--- config.mk ---
export PLATFORM = sky130hd
export DESIGN_NAME = fpr2_cmul
export DESIGN_NICKNAME = d
export VERILOG_FILES = /design/src/rtl/fpr2_pkg.sv /design/src/rtl/fpr2_cmul.sv
export SDC_FILE = /design/constraint.sdc
export NUM_CORES = 1
export LEC_CHECK = 0
export ABC_AREA = 1
export BUFFER_PORTS_ARGS = -buffer_cell sky130_fd_sc_hd__buf_2
export CAP_MARGIN = 20
export CORE_MARGIN = 10
export CORE_UTILIZATION = 39
export DETAILED_ROUTE_END_ITERATION = 8
export HOLD_SLACK_MARGIN = 0.15
export SYNTH_ARGS = -nofsm -noshare
export SYNTH_HDL_FRONTEND = slang
export SYNTH_SLANG_ARGS = --single-unit
--- constraint.sdc ---
create_clock -name clk -period 12.1 [get_ports clk]
set_input_delay 2.42 -clock clk [delete_from_list [all_inputs] [get_ports clk]]
set_output_delay 2.42 -clock clk [all_outputs]
set_load 0.02 [all_outputs]
--- src/rtl/fpr2_pkg.sv ---
// Shared types and constants of the radix-2 fixed-point FFT unit.
package fpr2_pkg;

    localparam int SAMPLE_W   = 16;
    localparam int FRAC_BITS  = 14;
    localparam int INDEX_W    = 10;
    localparam int CFG_IDX_W  = 2;
    localparam int CFG_DATA_W = 4;
    localparam int LOG2_W     = 4;
    localparam int ROM_W      = FRAC_BITS + 1;

    // Item kinds on the input channel.
    localparam logic KIND_LOAD = 1'b0;
    localparam logic KIND_READ = 1'b1;

    // Configuration register indexes.
    localparam logic [CFG_IDX_W-1:0] CFG_LOG2_SIZE = 2'd0;
    localparam logic [CFG_IDX_W-1:0] CFG_INVERSE   = 2'd1;

    typedef struct packed {
        logic signed [SAMPLE_W-1:0] re;
        logic signed [SAMPLE_W-1:0] im;
    } cplx_t;

endpackage

--- src/rtl/fpr2_cmul.sv ---
// Sequential complex multiplier with one shared 16x16 multiplier and Q14 scaling.
module fpr2_cmul
(
    input  logic                 clk,
    input  logic                 rst_n,
    input  logic                 start,
    input  fpr2_pkg::cplx_t      x,
    input  fpr2_pkg::cplx_t      w,
    output logic                 done,
    output fpr2_pkg::cplx_t      v
);

    localparam int PW = 2 * fpr2_pkg::SAMPLE_W;
    localparam int AW = PW + 1;

    logic [2:0]                         step_reg;
    logic                               done_reg;
    fpr2_pkg::cplx_t                    x_reg;
    fpr2_pkg::cplx_t                    w_reg;
    logic signed [PW-1:0]               prod_reg;
    logic signed [AW-1:0]               acc_r_reg;
    logic signed [AW-1:0]               acc_i_reg;
    logic signed [fpr2_pkg::SAMPLE_W-1:0] mul_a;
    logic signed [fpr2_pkg::SAMPLE_W-1:0] mul_b;
    logic signed [AW-1:0]               bias_r;
    logic signed [AW-1:0]               bias_i;
    logic signed [AW-1:0]               shr_r;
    logic signed [AW-1:0]               shr_i;

    // Operand order: xr*wr, xi*wi, xr*wi, xi*wr.
    always_comb
    begin
        case (step_reg)
            3'd1:
            begin
                mul_a = x_reg.re;
                mul_b = w_reg.re;
            end
            3'd2:
            begin
                mul_a = x_reg.im;
                mul_b = w_reg.im;
            end
            3'd3:
            begin
                mul_a = x_reg.re;
                mul_b = w_reg.im;
            end
            default:
            begin
                mul_a = x_reg.im;
                mul_b = w_reg.re;
            end
        endcase
    end

    always_ff @(posedge clk or negedge rst_n)
    begin
        if (!rst_n)
        begin
            step_reg <= 3'd0;
            done_reg <= 1'b0;
        end
        else
        begin
            done_reg <= 1'b0;
            if (start)
            begin
                step_reg <= 3'd1;
            end
            else if (step_reg == 3'd5)
            begin
                step_reg <= 3'd0;
                done_reg <= 1'b1;
            end
            else if (step_reg != 3'd0)
            begin
                step_reg <= step_reg + 3'd1;
            end
        end
    end

    always_ff @(posedge clk)
    begin
        if (start)
        begin
            x_reg <= x;
            w_reg <= w;
        end
        prod_reg <= mul_a * mul_b;
        case (step_reg)
            3'd2:    acc_r_reg <= AW'(prod_reg);
            3'd3:    acc_r_reg <= acc_r_reg - AW'(prod_reg);
            3'd4:    acc_i_reg <= AW'(prod_reg);
            3'd5:    acc_i_reg <= acc_i_reg + AW'(prod_reg);
            default: ;
        endcase
    end

    // Divide by 2^14 truncating toward zero, then wrap to 16 bits.
    assign bias_r = acc_r_reg[AW-1] ? AW'((1 << fpr2_pkg::FRAC_BITS) - 1) : '0;
    assign bias_i = acc_i_reg[AW-1] ? AW'((1 << fpr2_pkg::FRAC_BITS) - 1) : '0;
    assign shr_r  = (acc_r_reg + bias_r) >>> fpr2_pkg::FRAC_BITS;
    assign shr_i  = (acc_i_reg + bias_i) >>> fpr2_pkg::FRAC_BITS;
    assign v.re   = shr_r[fpr2_pkg::SAMPLE_W-1:0];
    assign v.im   = shr_i[fpr2_pkg::SAMPLE_W-1:0];
    assign done   = done_reg;

endmodule

# After elaboration in Yosys (flattened, before gate mapping)
# Index checks and enable logic that the tools add are counted.
[classes]
multipliers = 1
div = 0
n_shift = 0
add_sub_neg = 5
n_lt_le_gt_ge = 0
eq_ne = 5
n_mux = 11
reduce_logical = 6
bitwise_logic = 0
[ops]
columns = ["cell", "n"]
rows = [
  ["33-bit one-hot mux with 2 select lines", 2],
  ["30-bit by 15-bit adder with 30-bit output", 2],
  ["33-bit by 32-bit adder with 33-bit output", 1],
  ["33-bit by 32-bit subtractor with 33-bit output", 1],
  ["16-bit by 16-bit multiplier with 32-bit output", 1],
  ["16-bit 2-to-1 mux", 2],
  ["14-bit 2-to-1 mux", 2],
  ["3-bit 2-to-1 mux", 3],
  ["3-bit by 2-bit equality test with 1-bit output (second input constant)", 2],
  ["3-bit equality test (second input constant)", 2],
  ["3-bit nonzero test", 2],
  ["2-bit nonzero test", 2],
  ["2-bit OR reduction", 2],
  ["3-bit by 1-bit adder with 3-bit output (second input constant)", 1],
  ["3-bit by 1-bit equality test with 1-bit output (second input constant)", 1],
  ["1-bit 2-to-1 mux", 2],
]
[totals]
latch_bits = 0
in_bits = 67
ramBits = 0
rom_bits = 0
regBits = 166
elab_cells = 37
n_memories = 0
out_inout_bits = 33

# Logic depth before layout (Yosys ltp)
# Gate-level depths: netlist of the first run.
[logic_depth]
word_depth = 4
ltp_mapped = 35
mapped_depth_nobuf = 32

# Worst setup path before layout of the first run
# Ideal clock, no wire load.
[synth_path]
path_kind = "register -> register"
start = "register step_reg[1]"
end = "register prod_reg[27]"
setup_ps = 72
path_slack_ps = 5757
t_required_ps = 12028
synth_period_minus_slack_ps = 6343
path_buffers = 2
stages_incl_launch_ff = 27
arrival_time_ps = 6271
path_cell_list = "dfrtp_1 -> nand2_1 -> inv_1 -> ha_1 -> buf_2 -> inv_2 -> o21ai_4 -> buf_6 -> o21ai_2 -> inv_2 -> nor2_1 -> fa_1 -> fa_1 -> fa_1 -> fa_1 -> fa_1 -> inv_1 -> fa_1 -> inv_1 -> ha_1 -> nand2_1 -> nor2_1 -> inv_1 -> nor3_1 -> nand3_1 -> nand3_1 -> xor2_1"
[synth_between]
elab_chain_len = 4
word_cells_on_any_way = 8
cone_classes = "mul (1); eq/ne (3); mux (2); reduce/logical (2)"
[synth_rtl]
columns = ["element", "line", "source"]
rows = [
  ["start: declaration", "fpr2_cmul.sv:16", "logic [2:0] step_reg;"],
  ["start signal: assignment", "fpr2_cmul.sv:78", "step_reg <= step_reg + 3'd1;"],
  ["3-bit by 2-bit equality test with 1-bit output / 3-bit by 1-bit equality test with 1-bit output (equally long branches)", "fpr2_cmul.sv:33", "case (step_reg)"],
  ["2-bit OR reduction (no source line)", "n/a", ""],
  ["16-bit 2-to-1 mux", "fpr2_cmul.sv:33", ""],
  ["16-bit by 16-bit multiplier with 32-bit output *", "fpr2_cmul.sv:90", "prod_reg <= mul_a * mul_b;"],
  ["end signal: assignment", "fpr2_cmul.sv:90", ""],
  ["end: declaration", "fpr2_cmul.sv:20", "logic signed [PW-1:0] prod_reg;"],
]
# Mark *: on every way between the ends. The rest lies on a longest branch, timed or not.
# A chain may end at the register's enable or synchronous reset.

# Final worst setup path of the first run
[layout_path]
start = "register step_reg[2]"
end = "register prod_reg[30]"
# Same word-level chain as after synthesis.

==> results of run 1 <==
[layout by cell type (no fill, tap or decap), types with 32 or more instances in the layout]
cell type	instances
inv_1	660
a21oi_1	109
o21ai_0	70
nor2_1	324
dfxtp_1	32
fa_1	264
edfxtp_1	130
nand3_1	151
ha_1	173
buf_2	99
nand2_1	948
[cells by family after synthesis]
logic type,share of synthesized area [%]
flip-flops,19.9
XOR/XNOR,2.25
AO/OA/AOI/OAI,6.63
multiplexers,0.0966
AND/OR/NAND/NOR,27.0
buffers and inverters,12.2
adder cells (fa/ha/maj),31.9
[through the flow]
stage | util (%) | area [sq um] | instances | worst slack [ns] | hold WS (ns)
2_1_floorplan | - | 23300 | 3190 | 5.76 | 0.535
3_3_place_gp | 41.6 | 24600 | 4034 | 3.57 | 0.593
3_5_place_dp | 41.6 | 24600 | 4034 | 3.52 | 0.609
4_1_cts | 42.6 | 25200 | 4066 | 3.48 | 0.616
5_1_grt | 42.6 | 25200 | 4066 | 2.85 | 0.632
6_report | 42.6 | 25200 | 4066 | 3.45 | 0.617
[Yosys cell counts (16+ instances only)]
cell	n	share of area, %
o21ai_2	19	0.71
nand3b_1	18	0.58
nor2_1	324	5.2
fa_1	264	23
ha_1	173	9.3
xor2_1	31	1.2
o21bai_1	16	0.52
a21oi_1	109	2.3
o21ai_0	71	1.5
nand2_1	948	15
nand3_1	151	3.2
inv_1	660	11
inv_2	23	0.37
nor3_1	26	0.56
xnor2_1	29	1.1
dfxtp_1	32	2.7
nand4_1	31	0.83
edfxtp_1	130	17
[worst paths after layout]
| kind | end | slack (ns) | start | cells past startpoint |
|---|---|---|---|---|
| worst max-delay path | prod_reg[30] | 3.45 | step_reg[2] | 28 |
| worst min-delay path | step_reg[1] | 0.62 | step_reg[0] | 2 |
| worst max register to register | prod_reg[30] | 3.45 | step_reg[2] | 28 |
| worst min register to register | step_reg[1] | 0.62 | step_reg[0] | 2 |
| max in group asynchronous | step_reg[2] | 10.22 | rst_n | 1 |
| min in group asynchronous | step_reg[0] | 1.73 | rst_n | 1 |
[area by class of cell]
cell class	instances	area, sq um	share of cell area, %
Sequential cell	166	4640	18.4
Clock buffer	19	454	1.80
Clock inverter	13	146	0.581
Multi-Input combinational cell	2301	15900	62.9
Timing Repair Buffer	109	571	2.26
Tap cell	773	967	3.84
Inverter	685	2580	10.2
[critical path, delay by kind of cell, from the launching register on]
family                   cells  cell delay [ns]
adder cells (fa/ha/maj)      8             3.72
buffers and inverters       10             1.81
AND/OR/NAND/NOR              5             1.29
AO/OA/AOI/OAI                5             1.22
flip-flops                   1             0.43
[routing by layer]
metal  vias up  global-route usage, %  routed length [um]
met5         -                      0                   0
met4         0                   8.93                2830
met3       118                   3.56                3990
met2       535                   33.1               31400
met1      9451                   24.4               29100
li1       9976                      -                   -
==> results.txt, run 1 <==
Mapped Avg Cell Area = 7.31 sq um
Total CTS buffers = 17
Nets@finish = 3784
FILL cells = 6235
Grt total ovfl = 0
Unrepaired setup endpoints after global routing = no
Max-slew headroom = 33.0%
Data arrival, critical path = 9.02 ns
Critical Path Source Type = flop
Slew of the pin with the lowest slew margin = 0.998 ns
CTS clk-pin slew, worst paths = 0.08 ns
Initial DRC Count = 1188
Synth warn = 0
Min Tclk post-route = 8.65 ns
Ant. Diodes = 0
Post-Syn Area = 23300 sq um
CTS root buf = clkbuf_16
Post-synth cell types = 47
Hold Crit Class = reg -> reg
Tcrit/Tclk final = 71.5%
Async set-reset flop share out of synthesis = 2.41%
Sequential share of the synthesized area = 19.9%
# hold bufs at CTS = 0
CP peak stage delay = 0.62 ns
Htree depth = 4
Vias = 20100
Post-CTS resize count = 0
# port buffers = 99
Die Ht = 265 um
Row Count = 89
Routability cong. = 0.938
Area Overhead vs Synth = 8.10%
Max Fclk = 116 MHz
CTS tree = built
Status = finished, final reports clean
Register bit total from synthesis = 166
Final Hold Fails = 0
Mapped Cells = 3190
DR pass1 iterations = 7
Pins Over Slew Limit = 0
Setup Skew = 0.0184 ns
Initial antenna violation count = 0
Setup bufs post-CTS = 0
Mapped Nets = 3694
Detailed placement HPWL = 56.9 mm
Crit Path Max Fanout = 35
Sink Count = 166
Crit-path slowest cell = nand2_2
Primary FF master, synth = edfxtp_1
Required @ worst endpoint = 12.47 ns
# setup viols final = 0
Number of flops mapped to enable cells by yosys = 130
Antenna Nets Post-Route = 0
Max-capacitance violation count = 0
Remaining DRCs = 0
Vias in the first global route = 20500
Most used cell, CP = inv_1
Setup crit end kind = flop
Wire length per cell = 16.6 um
Core Region = 59100 sq um
Layout cells sized above 1 = 6.53%
Worst-Skew Late Latency = 0.49 ns
Die Footprint = 70000 sq um
DR vias/cell = 4.94
WS Path Type = reg -> reg
Final WL = 67.3 mm
Setup TNS Final = 0 ns
First-pass GRT wire length = 109 mm
Starting Density = 39.4%
Die Wd = 265 um
Top Ports = 100
Clock Path Buffers = 2
Largest net degree at the start of global routing = 70
GRT Overall Usage = 19.7%
Power of run 1 is not shown: default switching activity piles up to over one toggle a cycle in this logic, so the estimate is an artifact.
==> inputs of run 2 (changes only) <==
==> constraint.sdc (replaced) <==
create_clock -name clk -period 8.53 [get_ports clk]
set_input_delay 1.706 -clock clk [delete_from_list [all_inputs] [get_ports clk]]
set_output_delay 1.706 -clock clk [all_outputs]
set_load 0.02 [all_outputs]
==> results.txt, run 2 (synthesis results as in run 1) <==
Crit-path slowest cell = fa_1 (was nand2_2)
Placed cell area = 24600 sq um (about the same)
CP peak stage delay = 0.62 ns (about the same)
Required @ worst endpoint = 8.91 ns (was 12.47 ns)
Commonest cells after routing, fill and taps aside = nand2_1 (948), inv_1 (660), nor2_1 (324) (unchanged)
Multi-input gate area = 15900 sq um (unchanged)
Final design utilization = 42.7% (was 42.6%)
CTS tree = built (unchanged)
Ant. Diodes = 0 (unchanged)
Grt total ovfl = 0 (unchanged)
Most common cell after layout, fill and taps aside = nand2_1 (unchanged)
Max Fclk = 127 MHz (was 116 MHz)
Largest net degree at the start of global routing = 66 (was 70)
Worst Min Path Start = step_reg[0] (unchanged)
Setup bufs post-CTS = 0 (unchanged)
Worst path depth = 30 (was 28)
# hold bufs at CTS = 0 (unchanged)
Die Wd = 265 um (unchanged)
Critical Path Source Type = flop (unchanged)
Nets@finish = 3786 (was 3784)
Slew of the pin with the lowest slew margin = 0.903 ns (was 0.998 ns)
Setup WS pre-CTS = 0.717 ns (was 3.52 ns)
Setup TNS Final = 0 ns (unchanged)
Data arrival, critical path = 8.23 ns (was 9.02 ns)
CTS root buf = clkbuf_16 (unchanged)
Setup ws final = 0.678 ns (was 3.45 ns)
Final WL = 68.1 mm (was 67.3 mm)
Hold depth = 2 (unchanged)
FF/Latch Area = 4640 sq um (unchanged)
DR pass1 iterations = 5 (was 7)
Die Footprint = 70000 sq um (unchanged)
Max-capacitance violation count = 0 (unchanged)
Worst flop-to-flop path endpoint = prod_reg[31] (was prod_reg[30])
DR vias/cell = 4.96 (was 4.94)
Top Ports = 100 (unchanged)
Total CTS buffers = 17 (unchanged)
Setup crit end kind = flop (unchanged)
Sink Count = 166 (unchanged)
Area Overhead vs Synth = 8.18% (was 8.10%)
FILL cells = 6152 (was 6235)
Routability cong. = 0.941 (was 0.938)
Antenna Nets Post-Route = 0 (unchanged)
Wire length per cell = 16.7 um (was 16.6 um)
First-pass GRT wire length = 110 mm (was 109 mm)
Remaining DRCs = 0 (unchanged)
Setup Skew = 0.0198 ns (was 0.0184 ns)
CP delay by family, top = adder cells (unchanged)
WS Path Type = reg -> reg (unchanged)
Unrepaired setup endpoints after global routing = no (unchanged)
CP bufs+invs = 11 (was 10)
Htree depth = 4 (unchanged)
Tcrit/Tclk final = 92.0% (was 71.5%)
Crit Path Max Fanout = 35 (unchanged)
# port buffers = 99 (unchanged)
Status = finished, final reports clean (unchanged)
GRT Overall Usage = 19.8% (was 19.7%)
# setup viols final = 0 (unchanged)
Worst-Skew Late Latency = 0.49 ns (about the same)
Max-slew headroom = 39.4% (was 33.0%)
Min Tclk post-route = 7.85 ns (was 8.65 ns)
Hold EP = step_reg[1] (unchanged)
Die Ht = 265 um (unchanged)
CTS clk-pin slew, worst paths = 0.08 ns (about the same)
Core Region = 59100 sq um (unchanged)
Initial antenna violation count = 0 (unchanged)
R2R cell count = 30 (was 28)
Vias = 20200 (was 20100)
Starting Density = 39.4% (unchanged)
Initial DRC Count = 1373 (was 1188)
Vias in the first global route = 20500 (about the same)
Pins Over Slew Limit = 0 (unchanged)
Most used cell, CP = inv_1 (unchanged)
Detailed placement HPWL = 57.8 mm (was 56.9 mm)
Hold Crit Class = reg -> reg (unchanged)
Final Hold Fails = 0 (unchanged)
R2r setup slk = 0.68 ns (was 3.45 ns)
Crit Reg-Reg Startpoint = step_reg[2] (unchanged)
Layout cells sized above 1 = 6.59% (was 6.53%)
Clock Path Buffers = 2 (unchanged)
Final instance area = 25200 sq um (about the same)
Post-CTS resize count = 0 (unchanged)
Row Count = 89 (unchanged)
## run 2: cell count changes in the layout (fill, tap and decap cells not counted), sizes merged
cell,delta
buf,+2
clkbuf,-1
bufinv,+1
## run 2: layer usage
metal  part of all wire [%]  routed length [um]  GRT usage, %  vias up
li1                       -                   -             -     9971
met4                    3.9                2670          8.84        0
met2                     47               32100          33.7      551
met1                     44               29900          24.9     9533
met3                    5.0                3420          2.66      117
met5                      0                   0             0        -
## run 2: layout make-up
cell class	count	area share, %
tap	773	3.83
inverter	685	10.2
sequential	166	18.4
timing repair buffer	111	2.32
multi-input combinational	2301	62.8
clock inverter	14	0.699
clock buffer	18	1.70
## run 2: worst max-delay path by stage
stage	to	from
3_3_place_gp	prod_reg[31]	step_reg[1]
5_1_grt	prod_reg[31]	step_reg[1]
6_report	prod_reg[31]	step_reg[2]
2_1_floorplan	prod_reg[27]	step_reg[1]
3_5_place_dp	prod_reg[30]	step_reg[2]
4_1_cts	prod_reg[31]	step_reg[2]
## run 2: worst reg2reg max path, delay by kind of cell, from the launching register on
| kind | cells | cell delay [ns] |
|---|---|---|
| buf+inv | 11 | 1.78 |
| fa+ha+maj | 8 | 3.68 |
| compound gates | 2 | 0.91 |
| flops | 1 | 0.43 |
| simple gates | 9 | 0.95 |
## run 2: per-stage QoR
step / instances / hold slack [ns]
6_report: 4068 / 0.624
5_1_grt: 4068 / 0.659
4_1_cts: 4068 / 0.635
3_5_place_dp: 4036 / 0.623
3_3_place_gp: 4036 / 0.618
2_1_floorplan: 3190 / 0.535
Power of run 2 is left out for the same reason.
